File: config.mk
export PLATFORM = sky130hd
export DESIGN_NAME = right_hand_maze_walker_core
export DESIGN_NICKNAME = d
export VERILOG_FILES = /design/src/rhmw_pkg.sv /design/src/rhmw_ram.sv /design/src/rhmw_ctrl.sv /design/src/right_hand_maze_walker_core.sv
export VERILOG_INCLUDE_DIRS = /design/src /design/src/src
export SDC_FILE = /design/constraint.sdc
export NUM_CORES = 1
export LEC_CHECK = 0
export ABC_AREA = 1
export BUFFER_PORTS_ARGS = -buffer_cell sky130_fd_sc_hd__buf_4
export CAP_MARGIN = 20
export CORE_ASPECT_RATIO = 1.4
export CORE_MARGIN = 4
export CORE_UTILIZATION = 65
export DETAILED_ROUTE_END_ITERATION = 8
export PLACE_DENSITY_LB_ADDON = 0.2
export SLEW_MARGIN = 15
export SYNTH_ARGS = -nofsm -noshare
export SYNTH_HDL_FRONTEND = slang
export SYNTH_HIERARCHICAL = 1
export SYNTH_SLANG_ARGS = --single-unit
File: constraint.sdc
create_clock -name clk -period 30.3 [get_ports clk]
set_clock_uncertainty 0.1 [all_clocks]
set_input_delay 1.515 -clock clk [delete_from_list [all_inputs] [get_ports clk]]
set_output_delay 1.515 -clock clk [all_outputs]
set_load 0.01 [all_outputs]
File: src/right_hand_maze_walker_core_macros.svh
// assertion helpers, all sampled on clk and muted while rst_n is low
`ifndef RIGHT_HAND_MAZE_WALKER_CORE_MACROS_SVH
`define RIGHT_HAND_MAZE_WALKER_CORE_MACROS_SVH

`ifndef NO_ASSERTIONS

`define RHMW_ASSERT_ALWAYS(lbl, cond, msg) \
  lbl: assert property (@(posedge clk) disable iff (!rst_n) (cond)) else $error(msg);

`define RHMW_ASSERT_IMPL(lbl, ante, cons, msg) \
  lbl: assert property (@(posedge clk) disable iff (!rst_n) (ante) |-> (cons)) else $error(msg);

`define RHMW_ASSERT_NEXT(lbl, ante, cons, msg) \
  lbl: assert property (@(posedge clk) disable iff (!rst_n) (ante) |=> (cons)) else $error(msg);

`else

`define RHMW_ASSERT_ALWAYS(lbl, cond, msg)
`define RHMW_ASSERT_IMPL(lbl, ante, cons, msg)
`define RHMW_ASSERT_NEXT(lbl, ante, cons, msg)

`endif

`endif

File: src/rhmw_pkg.sv
`default_nettype none

package rhmw_pkg;

  localparam logic [1:0] OP_LOAD = 2'd0;
  localparam logic [1:0] OP_STEP = 2'd1;
  localparam logic [1:0] OP_READ = 2'd2;

  localparam logic [1:0] HEAD_N = 2'd0;
  localparam logic [1:0] HEAD_S = 2'd1;
  localparam logic [1:0] HEAD_W = 2'd2;
  localparam logic [1:0] HEAD_E = 2'd3;

  localparam logic [1:0] ST_MOVED = 2'd0;
  localparam logic [1:0] ST_DONE  = 2'd1;
  localparam logic [1:0] ST_NOENT = 2'd2;

  // order in which the walker tries its neighbours
  localparam logic [1:0] TRY_RIGHT    = 2'd0;
  localparam logic [1:0] TRY_STRAIGHT = 2'd1;
  localparam logic [1:0] TRY_LEFT     = 2'd2;
  localparam logic [1:0] TRY_BACK     = 2'd3;

  // first member sits in the top bits, so pos_row lands in the lowest bits
  typedef struct packed {
    logic       cell_visited;
    logic       cell_wall;
    logic [1:0] status;
    logic [1:0] heading;
    logic [3:0] pos_col;
    logic [3:0] pos_row;
  } res_t;

  function automatic logic [1:0] right_of(input logic [1:0] h);
    logic [1:0] r;
    case (h)
      HEAD_N:  r = HEAD_E;
      HEAD_S:  r = HEAD_W;
      HEAD_W:  r = HEAD_N;
      default: r = HEAD_S;
    endcase
    return r;
  endfunction

  function automatic logic [1:0] left_of(input logic [1:0] h);
    logic [1:0] r;
    case (h)
      HEAD_N:  r = HEAD_W;
      HEAD_S:  r = HEAD_E;
      HEAD_W:  r = HEAD_S;
      default: r = HEAD_N;
    endcase
    return r;
  endfunction

  function automatic logic [1:0] back_of(input logic [1:0] h);
    logic [1:0] r;
    case (h)
      HEAD_N:  r = HEAD_S;
      HEAD_S:  r = HEAD_N;
      HEAD_W:  r = HEAD_E;
      default: r = HEAD_W;
    endcase
    return r;
  endfunction

  function automatic logic [1:0] cand_dir(input logic [1:0] h, input logic [1:0] t);
    logic [1:0] r;
    case (t)
      TRY_RIGHT:    r = right_of(h);
      TRY_STRAIGHT: r = h;
      TRY_LEFT:     r = left_of(h);
      default:      r = back_of(h);
    endcase
    return r;
  endfunction

endpackage

`default_nettype wire

File: src/rhmw_ram.sv
`default_nettype none

module rhmw_ram #(
  parameter int WIDTH = 1,
  parameter int DEPTH = 256
) (
  input  wire logic                     clk,
  input  wire logic                     en,
  input  wire logic                     we,
  input  wire logic [$clog2(DEPTH)-1:0] addr,
  input  wire logic [WIDTH-1:0]         wdata,
  output logic      [WIDTH-1:0]         rdata
);

  logic [WIDTH-1:0] mem [DEPTH];

  always_ff @(posedge clk) begin
    if (en) begin
      if (we) begin
        mem[addr] <= wdata;
      end else begin
        rdata <= mem[addr];
      end
    end
  end

endmodule

`default_nettype wire

File: src/rhmw_ctrl.sv
`default_nettype none

`include "right_hand_maze_walker_core_macros.svh"

module rhmw_ctrl #(
  parameter int GRID_SIZE = 16
) (
  input  wire logic                                    clk,
  input  wire logic                                    rst_n,
  input  wire logic                                    in_valid,
  output logic                                         in_ready,
  input  wire logic [1:0]                              in_op,
  input  wire logic [3:0]                              in_row,
  input  wire logic [3:0]                              in_col,
  input  wire logic                                    in_wall,
  output logic                                         wall_en,
  output logic                                         wall_we,
  output logic [$clog2(GRID_SIZE*GRID_SIZE)-1:0]       wall_addr,
  output logic                                         wall_wdata,
  input  wire logic                                    wall_rdata,
  output logic                                         vis_en,
  output logic                                         vis_we,
  output logic [$clog2(GRID_SIZE*GRID_SIZE)-1:0]       vis_addr,
  output logic                                         vis_wdata,
  input  wire logic                                    vis_rdata,
  input  wire logic                                    out_free,
  output logic                                         res_valid,
  output rhmw_pkg::res_t                               res
);

  localparam int DEPTH  = GRID_SIZE * GRID_SIZE;
  localparam int ADDR_W = $clog2(DEPTH);
  localparam int POS_W  = $clog2(GRID_SIZE);
  localparam logic [POS_W-1:0]  LAST     = POS_W'(GRID_SIZE - 1);
  localparam logic [ADDR_W-1:0] LAST_ADR = ADDR_W'(DEPTH - 1);

  typedef enum logic [4:0] {
    S_CLEAR = 5'b00001,
    S_IDLE  = 5'b00010,
    S_PROBE = 5'b00100,
    S_CHECK = 5'b01000,
    S_EMIT  = 5'b10000
  } state_t;

  state_t                 state_r,     state_nxt;
  logic [ADDR_W-1:0]      clr_cnt_r,   clr_cnt_nxt;
  logic [POS_W-1:0]       pos_row_r,   pos_row_nxt;
  logic [POS_W-1:0]       pos_col_r,   pos_col_nxt;
  logic [1:0]             head_r,      head_nxt;
  logic                   started_r,   started_nxt;
  logic                   done_r,      done_nxt;
  logic [GRID_SIZE-1:0]   col0_open_r, col0_open_nxt;
  logic [1:0]             try_r,       try_nxt;
  logic [1:0]             status_r,    status_nxt;
  logic                   is_read_r,   is_read_nxt;
  logic                   rd_inside_r, rd_inside_nxt;

  function automatic logic [ADDR_W-1:0] cell_addr(input logic [POS_W-1:0] r,
                                                  input logic [POS_W-1:0] c);
    return ADDR_W'(ADDR_W'(r) * ADDR_W'(GRID_SIZE)) + ADDR_W'(c);
  endfunction

  // entrance: lowest open row of column 0, by isolating the lowest set bit
  logic [GRID_SIZE-1:0] ent_onehot;
  logic [POS_W-1:0]     ent_row;
  logic                 ent_valid;

  always_comb begin
    ent_onehot = col0_open_r & (~col0_open_r + GRID_SIZE'(1));
    ent_valid  = |col0_open_r;
    ent_row    = '0;
    for (int i = 0; i < GRID_SIZE; i++) begin
      if (ent_onehot[i]) begin
        ent_row = ent_row | POS_W'(i);
      end
    end
  end

  // neighbour in the direction currently tried
  logic [1:0]       cand;
  logic             nb_out;
  logic [POS_W-1:0] nb_row;
  logic [POS_W-1:0] nb_col;

  always_comb begin
    cand   = rhmw_pkg::cand_dir(head_r, try_r);
    nb_row = pos_row_r;
    nb_col = pos_col_r;
    case (cand)
      rhmw_pkg::HEAD_N: begin
        nb_out = (pos_row_r == '0);
        nb_row = pos_row_r - POS_W'(1);
      end
      rhmw_pkg::HEAD_S: begin
        nb_out = (pos_row_r == LAST);
        nb_row = pos_row_r + POS_W'(1);
      end
      rhmw_pkg::HEAD_W: begin
        nb_out = (pos_col_r == '0);
        nb_col = pos_col_r - POS_W'(1);
      end
      default: begin
        nb_out = (pos_col_r == LAST);
        nb_col = pos_col_r + POS_W'(1);
      end
    endcase
  end

  logic              in_inside;
  logic [POS_W-1:0]  in_r;
  logic [POS_W-1:0]  in_c;
  logic [ADDR_W-1:0] in_addr;
  logic              finish;
  logic              at_edge;

  always_comb begin
    in_inside = (32'(in_row) < 32'(GRID_SIZE)) && (32'(in_col) < 32'(GRID_SIZE));
    in_r      = POS_W'(in_row);
    in_c      = POS_W'(in_col);
    in_addr   = cell_addr(in_r, in_c);
  end

  always_comb begin
    state_nxt     = state_r;
    clr_cnt_nxt   = clr_cnt_r;
    pos_row_nxt   = pos_row_r;
    pos_col_nxt   = pos_col_r;
    head_nxt      = head_r;
    started_nxt   = started_r;
    done_nxt      = done_r;
    col0_open_nxt = col0_open_r;
    try_nxt       = try_r;
    status_nxt    = status_r;
    is_read_nxt   = is_read_r;
    rd_inside_nxt = rd_inside_r;
    wall_en       = 1'b0;
    wall_we       = 1'b0;
    wall_addr     = in_addr;
    wall_wdata    = in_wall;
    vis_en        = 1'b0;
    vis_we        = 1'b0;
    vis_addr      = in_addr;
    vis_wdata     = 1'b0;
    res_valid     = 1'b0;
    finish        = 1'b0;
    in_ready      = (state_r == S_IDLE);

    case (state_r)
      S_CLEAR: begin
        vis_en      = 1'b1;
        vis_we      = 1'b1;
        vis_addr    = clr_cnt_r;
        clr_cnt_nxt = clr_cnt_r + ADDR_W'(1);
        if (clr_cnt_r == LAST_ADR) begin
          state_nxt = S_IDLE;
        end
      end
      S_IDLE: begin
        if (in_valid) begin
          case (in_op)
            rhmw_pkg::OP_LOAD: begin
              if (in_inside) begin
                wall_en = 1'b1;
                wall_we = 1'b1;
                vis_en  = 1'b1;
                vis_we  = 1'b1;
                if (in_c == '0) begin
                  col0_open_nxt[in_r] = !in_wall;
                end
              end
            end
            rhmw_pkg::OP_STEP: begin
              is_read_nxt = 1'b0;
              state_nxt   = S_EMIT;
              if (!started_r) begin
                if (!ent_valid) begin
                  status_nxt = rhmw_pkg::ST_NOENT;
                end else begin
                  started_nxt = 1'b1;
                  pos_row_nxt = ent_row;
                  pos_col_nxt = '0;
                  head_nxt    = rhmw_pkg::HEAD_E;
                  status_nxt  = rhmw_pkg::ST_MOVED;
                  vis_en      = 1'b1;
                  vis_we      = 1'b1;
                  vis_wdata   = 1'b1;
                  vis_addr    = cell_addr(ent_row, '0);
                end
              end else if (done_r) begin
                status_nxt = rhmw_pkg::ST_DONE;
              end else begin
                try_nxt   = rhmw_pkg::TRY_RIGHT;
                state_nxt = S_PROBE;
              end
            end
            rhmw_pkg::OP_READ: begin
              wall_en       = 1'b1;
              vis_en        = 1'b1;
              is_read_nxt   = 1'b1;
              rd_inside_nxt = in_inside;
              status_nxt    = rhmw_pkg::ST_MOVED;
              state_nxt     = S_EMIT;
            end
            default: begin
            end
          endcase
        end
      end
      S_PROBE: begin
        if (try_r == rhmw_pkg::TRY_BACK) begin
          // turning back steps even into a wall, but never off the grid
          head_nxt = cand;
          finish   = 1'b1;
          if (!nb_out) begin
            pos_row_nxt = nb_row;
            pos_col_nxt = nb_col;
            vis_en      = 1'b1;
            vis_we      = 1'b1;
            vis_wdata   = 1'b1;
            vis_addr    = cell_addr(nb_row, nb_col);
          end
        end else if (nb_out) begin
          try_nxt = try_r + 2'd1;
        end else begin
          wall_en   = 1'b1;
          wall_addr = cell_addr(nb_row, nb_col);
          state_nxt = S_CHECK;
        end
      end
      S_CHECK: begin
        if (!wall_rdata) begin
          head_nxt    = cand;
          pos_row_nxt = nb_row;
          pos_col_nxt = nb_col;
          vis_en      = 1'b1;
          vis_we      = 1'b1;
          vis_wdata   = 1'b1;
          vis_addr    = cell_addr(nb_row, nb_col);
          finish      = 1'b1;
        end else begin
          try_nxt   = try_r + 2'd1;
          state_nxt = S_PROBE;
        end
      end
      S_EMIT: begin
        res_valid = 1'b1;
        if (out_free) begin
          state_nxt = S_IDLE;
        end
      end
      default: begin
        state_nxt = S_IDLE;
      end
    endcase

    at_edge = (pos_row_nxt == LAST) || (pos_col_nxt == LAST);
    if (finish) begin
      done_nxt   = at_edge;
      status_nxt = at_edge ? rhmw_pkg::ST_DONE : rhmw_pkg::ST_MOVED;
      state_nxt  = S_EMIT;
    end
  end

  always_comb begin
    res.pos_row      = 4'(pos_row_r);
    res.pos_col      = 4'(pos_col_r);
    res.heading      = head_r;
    res.status       = status_r;
    res.cell_wall    = is_read_r && rd_inside_r && wall_rdata;
    res.cell_visited = is_read_r && rd_inside_r && vis_rdata;
  end

  always_ff @(posedge clk) begin
    if (!rst_n) begin
      state_r     <= S_CLEAR;
      clr_cnt_r   <= '0;
      pos_row_r   <= '0;
      pos_col_r   <= '0;
      head_r      <= rhmw_pkg::HEAD_E;
      started_r   <= 1'b0;
      done_r      <= 1'b0;
      col0_open_r <= '0;
      try_r       <= rhmw_pkg::TRY_RIGHT;
      status_r    <= rhmw_pkg::ST_MOVED;
      is_read_r   <= 1'b0;
      rd_inside_r <= 1'b0;
    end else begin
      state_r     <= state_nxt;
      clr_cnt_r   <= clr_cnt_nxt;
      pos_row_r   <= pos_row_nxt;
      pos_col_r   <= pos_col_nxt;
      head_r      <= head_nxt;
      started_r   <= started_nxt;
      done_r      <= done_nxt;
      col0_open_r <= col0_open_nxt;
      try_r       <= try_nxt;
      status_r    <= status_nxt;
      is_read_r   <= is_read_nxt;
      rd_inside_r <= rd_inside_nxt;
    end
  end

  `RHMW_ASSERT_IMPL(a_done_needs_start, done_r, started_r, "walk done before it started")
  `RHMW_ASSERT_NEXT(a_done_holds_pos, done_r, $stable(pos_row_r) && $stable(pos_col_r), "walker moved after done")
  `RHMW_ASSERT_IMPL(a_check_not_back, state_r == S_CHECK, try_r != rhmw_pkg::TRY_BACK, "wall check on the turn-back try")
  `RHMW_ASSERT_ALWAYS(a_wall_one_access, !(wall_we && (state_r == S_PROBE || state_r == S_CHECK)), "map write during a probe")

endmodule

`default_nettype wire

File: src/right_hand_maze_walker_core.sv
// right-hand wall-follower maze walker
// input channel in_*: one beat is one command, in_tuser carries the opcode
//   load cell: writes the wall bit, clears the visited mark, no result beat
//   step: advances the walker one move, one result beat
//   read cell: reports wall bit and visited mark of one cell, one result beat
// result channel out_*: walker position, heading, status and cell bits
// a read, and a step in the first, done or no-entrance case, go straight to
//   the result; any other step makes up to three wall probes through the
//   single-port wall map (each issued, then checked) before the final move
// a load writes the maps and returns to idle; one command is in flight at a time
// after reset the visited map is swept clear, cell by cell, with in_tready
// low; the wall map holds nothing until cells are loaded
// a stalled receiver holds the result in the output register; the core
// still takes further commands and only waits when a second result is ready
`default_nettype none

module right_hand_maze_walker_core #(
  parameter int GRID_SIZE = 16
) (
  input  wire logic        clk,
  input  wire logic        rst_n,
  input  wire logic        in_tvalid,
  output logic             in_tready,
  input  wire logic [15:0] in_tdata,  // row[3:0], col[7:4], wall[8], zero pad
  input  wire logic [1:0]  in_tuser,  // op[1:0]
  output logic             out_tvalid,
  input  wire logic        out_tready,
  output logic [15:0]      out_tdata  // pos_row[3:0], pos_col[7:4], heading[9:8],
                                      // status[11:10], cell_wall[12],
                                      // cell_visited[13], zero pad
);

  localparam int DEPTH  = GRID_SIZE * GRID_SIZE;
  localparam int ADDR_W = $clog2(DEPTH);

  logic              wall_en;
  logic              wall_we;
  logic [ADDR_W-1:0] wall_addr;
  logic              wall_wdata;
  logic              wall_rdata;
  logic              vis_en;
  logic              vis_we;
  logic [ADDR_W-1:0] vis_addr;
  logic              vis_wdata;
  logic              vis_rdata;
  logic              out_free;
  logic              res_valid;
  rhmw_pkg::res_t    res;

  logic              out_valid_r, out_valid_nxt;
  rhmw_pkg::res_t    out_res_r,   out_res_nxt;

  rhmw_ram #(
    .WIDTH (1),
    .DEPTH (DEPTH)
  ) u_wall_ram (
    .clk   (clk),
    .en    (wall_en),
    .we    (wall_we),
    .addr  (wall_addr),
    .wdata (wall_wdata),
    .rdata (wall_rdata)
  );

  rhmw_ram #(
    .WIDTH (1),
    .DEPTH (DEPTH)
  ) u_vis_ram (
    .clk   (clk),
    .en    (vis_en),
    .we    (vis_we),
    .addr  (vis_addr),
    .wdata (vis_wdata),
    .rdata (vis_rdata)
  );

  rhmw_ctrl #(
    .GRID_SIZE (GRID_SIZE)
  ) u_ctrl (
    .clk        (clk),
    .rst_n      (rst_n),
    .in_valid   (in_tvalid),
    .in_ready   (in_tready),
    .in_op      (in_tuser),
    .in_row     (in_tdata[3:0]),
    .in_col     (in_tdata[7:4]),
    .in_wall    (in_tdata[8]),
    .wall_en    (wall_en),
    .wall_we    (wall_we),
    .wall_addr  (wall_addr),
    .wall_wdata (wall_wdata),
    .wall_rdata (wall_rdata),
    .vis_en     (vis_en),
    .vis_we     (vis_we),
    .vis_addr   (vis_addr),
    .vis_wdata  (vis_wdata),
    .vis_rdata  (vis_rdata),
    .out_free   (out_free),
    .res_valid  (res_valid),
    .res        (res)
  );

  // output register, free when empty or emptied in this cycle
  always_comb begin
    out_free      = !out_valid_r || out_tready;
    out_valid_nxt = out_valid_r && !out_tready;
    out_res_nxt   = out_res_r;
    if (res_valid && out_free) begin
      out_valid_nxt = 1'b1;
      out_res_nxt   = res;
    end
  end

  always_ff @(posedge clk) begin
    if (!rst_n) begin
      out_valid_r <= 1'b0;
    end else begin
      out_valid_r <= out_valid_nxt;
    end
  end

  always_ff @(posedge clk) begin
    out_res_r <= out_res_nxt;
  end

  assign out_tvalid = out_valid_r;
  assign out_tdata  = {2'b00, out_res_r};

endmodule

`default_nettype wire

After elaboration in Yosys (flattened, before gate mapping)
Memory sizes are Yosys's and may differ from the RTL's. A register that Yosys moved wholly into a read port is not among the register bits.
Cells that the tools add are included.
{"block": "word_totals", "register_bits": 62, "inputBits": 22, "out_inout_bits": 18, "memories": 2, "elab_cells": 236, "ram_bits": 512}
{"memory": "u_vis_ram.mem", "depth": 256, "word_bits": 1, "rd": 1, "rd_clocked_by_memory_dff": 1, "wr": 1, "line": "rhmw_ram.sv:15", "rtl": "logic [WIDTH-1:0] mem [DEPTH];"}
{"memory": "u_wall_ram.mem", "depth": 256, "word_bits": 1, "rd": 1, "rd_clocked_by_memory_dff": 1, "wr": 1, "line": "rhmw_ram.sv:15"}
{"block": "op_classes", "mux": 118, "order_cmp": 2, "reduce_logical": 38, "add_sub_neg": 9, "bitwise_logic": 5, "eq_ne": 42}
{"op": "$mux W4", "n": 22}
{"op": "$mux W8", "n": 9}
{"op": "$mux W5", "n": 9}
{"op": "$mux W2", "n": 21}
{"op": "$pmux W2 S3", "n": 6}
{"op": "$pmux W8 S4", "n": 1}
{"op": "$mux W1", "n": 28}
{"op": "$pmux W5 S5", "n": 1}
{"op": "$pmux W4 S3", "n": 2}
{"op": "$reduce_and A7 Y1", "n": 3}
{"op": "$add A16 B1 Y16 const B", "n": 1}
{"op": "$add A8 B4 Y8", "n": 2}
{"op": "$and A16 B16 Y16", "n": 1}
{"op": "$bwmux W16", "n": 1}
{"op": "$eq A4 B4 Y1 const B", "n": 4}
{"op": "$ne A2 B2 Y1 const B", "n": 8}
{"op": "$not A16 Y16", "n": 1}
{"op": "$pmux W4 S2", "n": 2}
{"op": "$reduce_or A16 Y1", "n": 1}
{"op": "$logic_not A4 Y1", "n": 3}
{"op": "$mux W3", "n": 4}
{"op": "$ne A2 B1 Y1 const B", "n": 6}
{"op": "$ne A3 B2 Y1 const B", "n": 4}
{"op": "$eq A2 B2 Y1 const B", "n": 5}
{"op": "other kinds (35)", "n": 69}

Logic depth before layout (Yosys ltp)
{"block": "depth", "word_depth": 27, "mapped_depth": 33, "depth_no_buf": 31}

Modules after synthesis
Netlist, hierarchy kept.
{"mod": "rhmw_ram", "seq_area_each_um2": 7717.4, "n_inst": 2, "cells_per_inst": 1342, "area_each_um2": 11944.0}
{"mod": "rhmw_ctrl", "seq_area_each_um2": 940.9, "n_inst": 1, "cells_per_inst": 663, "area_each_um2": 4102.7}
{"mod": "right_hand_maze_walker_core", "seq_area_each_um2": 440.4, "n_inst": 1, "cells_per_inst": 24, "area_each_um2": 490.5}

Worst setup path after synthesis
Ideal clock, no wire load.
{"block": "synth_timing", "kind": "input to register", "start": "in in_tuser[1]", "end": "mem u_vis_ram.mem[0], data pin", "arrival_ns": 12.128, "cell_stages": 7, "path_buffers": 1, "setup_time_ns": 2.187, "required_ns": 28.013, "path_slack_ns": 15.885, "path_cell_list": "inv_1 -> ha_1 -> nand3_2 -> nor2_4 -> inv_2 -> buf_6 -> o21ai_0"}
{"block": "synth_between", "elab_chain_cells": 4}
{"element": "start, declared", "line": "right_hand_maze_walker_core.sv:25", "rtl": "input wire logic [1:0] in_tuser,"}
{"element": "$eq A2 B1 Y1", "line": "rhmw_ctrl.sv:160", "rtl": "case (in_op)"}
{"element": "$mux W1", "line": "rhmw_ctrl.sv:160"}
{"element": "$mux W1", "line": "rhmw_ctrl.sv:159", "rtl": "if (in_valid) begin"}
{"element": "$pmux W1 S3", "line": "rhmw_ctrl.sv:148", "rtl": "case (state_r)"}
{"element": "via vis_wdata", "line": "right_hand_maze_walker_core.sv:44", "rtl": "logic vis_wdata;"}
{"element": "end, declared", "line": "rhmw_ram.sv:15"}
The timed path passes the listed nets, and every way through them passes these cells.

Worst setup path after layout
{"block": "layout_timing", "start": "in in_tuser[1]", "end": "reg u_vis_ram.rdata, read port of u_vis_ram.mem, data pin"}
{"block": "layout_between", "elab_cells_between_ends": 15, "classes_between": "eq/ne (2); mux (9); bitwise (1); reduce/logical (3)"}
{"element": "$eq A2 B1 Y1", "line": "rhmw_ctrl.sv:160"}
{"element": "$mux W8", "line": "rhmw_ctrl.sv:160"}
{"element": "$mux W8", "line": "rhmw_ctrl.sv:159"}
{"element": "$pmux W8 S4", "line": "rhmw_ctrl.sv:148"}
{"element": "via vis_addr[0]", "line": "right_hand_maze_walker_core.sv:43", "rtl": "logic [ADDR_W-1:0] vis_addr;"}
{"element": "end, declared", "line": "rhmw_ram.sv:12", "rtl": "output logic [WIDTH-1:0] rdata"}
The timed path passes the listed nets, and every way through them passes these cells.
A chain may end at the register's enable or synchronous reset.

==> impl_metrics.yaml <==
sta:
  worst_pin_slew_ns: 1.06
  clock.fmax_mhz: 168
  hold_viol_final: 0
  max_slew_margin_pct: 29.4
  finalMaxSlewViolations: 0
  finalCriticalPeriod_ns: 5.95
  tns_ns: 0
  finalSetupViolCount: 0
  period_share_pct: 19.7
  rsz0062_at_grt: "false"
grt:
  antenna_found_initial: 0
  met1_usage_pct: 34.9
  grt_use_met3_pct: 3.60
  grt-ovfl-total: 0
  track_usage_pct: 29.9
  busiest_layer: "met2"
  met2_usage_pct: 52.8
  grt_max_degree: 157
  grt_pass1_vias: 22000
  grt_pass1_wl_mm: 112
synthesis:
  ys_types: 50
  synth_flop_cell: "edfxtp_1"
  synth-seq-area-share_pct: 59.0
  yosys_warnings: 6
  synthArstFlopShare_pct: 0
  synth_area_per_cell_um2: 8.45
  yosysMostFrequentCell: "nand2_1"
  synth_edf_count: 528
  yosys-top-cells-area: "edfxtp_1 (56%), nand2_1 (18%), nor2_1 (8.8%)"
  synth_top_area_share_pct: 55.7
  synth_common_cells: "nand2_1 (1394), nor2_1 (667), edfxtp_1 (528)"
  synthesis.area_um2: 28500
  ys_ff_latch: 576
  synth_top_area_cell: "edfxtp_1"
  synth_cells: 3371
drt:
  wl_per_cell_um: 18.3
  ant_nets: 0
  routed-via-count: 22700
  finalWirelength_mm: 71.5
  vias_per_cell: 5.80
  first_iter_violations: 2244
  drc: 0
  dr.pass1.iters: 6
worst_setup_path:
  path_class: "input pin to flop"
  r2r_cells: 25
  critPathArrivalTime_ns: 6.31
  crit_start: "in_tuser[1]"
  critical_path_peak_fanout: 70
  endpoint_kind: "flop"
  regToRegStartpoint: "u_ctrl/try_r[0]$_SDFFE_PN0P_"
  cp-start-kind: "input pin"
  critical_path_required_ns: 30.66
die:
  std_cell_rows: 90
  core_um2: 43200
  die_width_um: 185
  initial_utilization_pct: 65.9
  io_pins: 40
  die_area_um2: 47300
  die_y_um: 256
clock_tree:
  clock_latency_ns: 0.60
  post_cts_resized: 0
  htree_levels: 2
  clkSinkCount: 576
  ctsHoldBuffers: 0
  cts_setup_buffers: 0
  clkTransAtPathRegs_ns: 0.07
  cts_made_buffers: 53
  cts-root-buf: "clkbuf_16"
  cts_tree: "yes"
  cts.path.max_buffers: 3
worst_hold_path:
  hold_class: "flop to flop"
  worst_hold_startpoint: "u_ctrl/status_r[1]$_SDFFE_PN0P_"
  hold_path_depth: 0
placement:
  io_buffers: 30
  post-dp-hpwl_mm: 43.7
  place_congestion: 0.914
  dpl.cell_count: 3803
layout:
  drive_gt1_share_pct: 5.88
  finalNetCount: 3349
  final_cells: 3903
  antenna_cells: 0
  synthToLayoutAreaGrowth_pct: 7.37
outcome:
  outcome: "complete, no violations"
pwr:
  peakVddDrop_mv: 0.0660
  power.leakage_nw: 11.7
  powerDensity_nw_per_um2: 85.8
run:
  maxCapViolCount: 0
[layout make-up]
cell class,count,area (µm²)
inverters,173,649
flip-flops and latches,576,16800
repair buffers,53,442
multi-input cells,2451,10200
fillers,3290,12700
well taps,552,691
clock inverters,31,288
clock buffers,67,1440
[worst paths after layout]
kind | to | slack (ns)
setup / recovery | u_vis_ram/rdata$_DFFE_PP_ | 24.35
hold / removal | out_tdata[11]$_DFFE_PP_ | 0.33
setup reg to reg | u_vis_ram/mem[186]$_DFFE_PP_ | 24.39
hold reg to reg | out_tdata[11]$_DFFE_PP_ | 0.33
[kinds of logic (layout without fill, tap and decap cells)]
logic type | after synthesis | count (layout) | share of synthesized area, %
and+or+nand+nor | 2233 | 2233 | 30.8
DFF | 576 | 576 | 59.0
buffers and inverters | 345 | 324 | 5.23
AOI/OAI and AO/OA | 192 | 192 | 3.89
adders and majority gates | 19 | 19 | 0.887
xor gates and xnor gates | 5 | 5 | 0.154
other | 1 | 2 | 0.0132
[stage by stage]
stage                     worst slack [ns]  instance area [µm²]  total power [mW]  util (%)  hold slack [ns]
after detailed placement             23.82                28800              1.95      66.6            0.321
after floorplan                      15.89                28500              1.65         -            0.303
after global routing                 23.97                30600              2.79      70.7            0.352
final                                24.35                30600              2.62      70.7            0.335
after CTS                            24.42                30500              2.61      70.6            0.337
after global placement               23.86                28800              1.93      66.6            0.312
[where the power goes]
part           leakage [nW]  internal, mW  switching, mW
sequential             4.67         0.874        0.00738
clock                 0.851         0.379          0.287
combinational          6.20         0.275          0.802
[metal layers]
metal	vias to the layer above	part of all wire, %
met1	10700	35
met5	-	0
met3	271	7.2
li1	10700	-
met2	1013	52
met4	0	6.3
[cell usage in the layout (no fill, tap or decap), types with 43 or more instances in the layout]
cell       instances
a21oi_1           62
buf_4             50
clkbuf_16         54
dfxtp_1           48
edfxtp_1         528
inv_1            149
nand2_1         1394
nand3_1          114
nor2_1           667
o21ai_0           43
[worst max-delay path, cell delays in order]
cell and delay [ns]:
buf_4 0.13, inv_1 0.07, ha_1 0.21, nand3_2 0.14, nor2_4 0.28, inv_2 0.21
nand2_1 0.13, nand2_1 0.16, o32ai_1 0.49, o221ai_4 0.16, buf_4 0.34, inv_2 0.60
buf_4 0.74, nand2_1 0.10, nand2_1 0.09, nand2_1 0.05, nand2_1 0.10, nand2_1 0.06
nand2_1 0.22, o21ai_1 0.10, nand2_1 0.12, nor2_1 0.05, nor2_1 0.08, nor2_1 0.05
nand2_1 0.10
[registers in the layout, indices dropped and copies added, names as in the netlist, 4 cells and up]
register	cells
u_ctrl/clr_cnt_r	8
u_ctrl/pos_row_r	4
u_ctrl/col0_open_r	16
out_tdata	14
u_vis_ram/mem	256
u_wall_ram/mem	256
u_ctrl/state_r	5
u_ctrl/pos_col_r	4
Power figures use the tool's default switching activity.
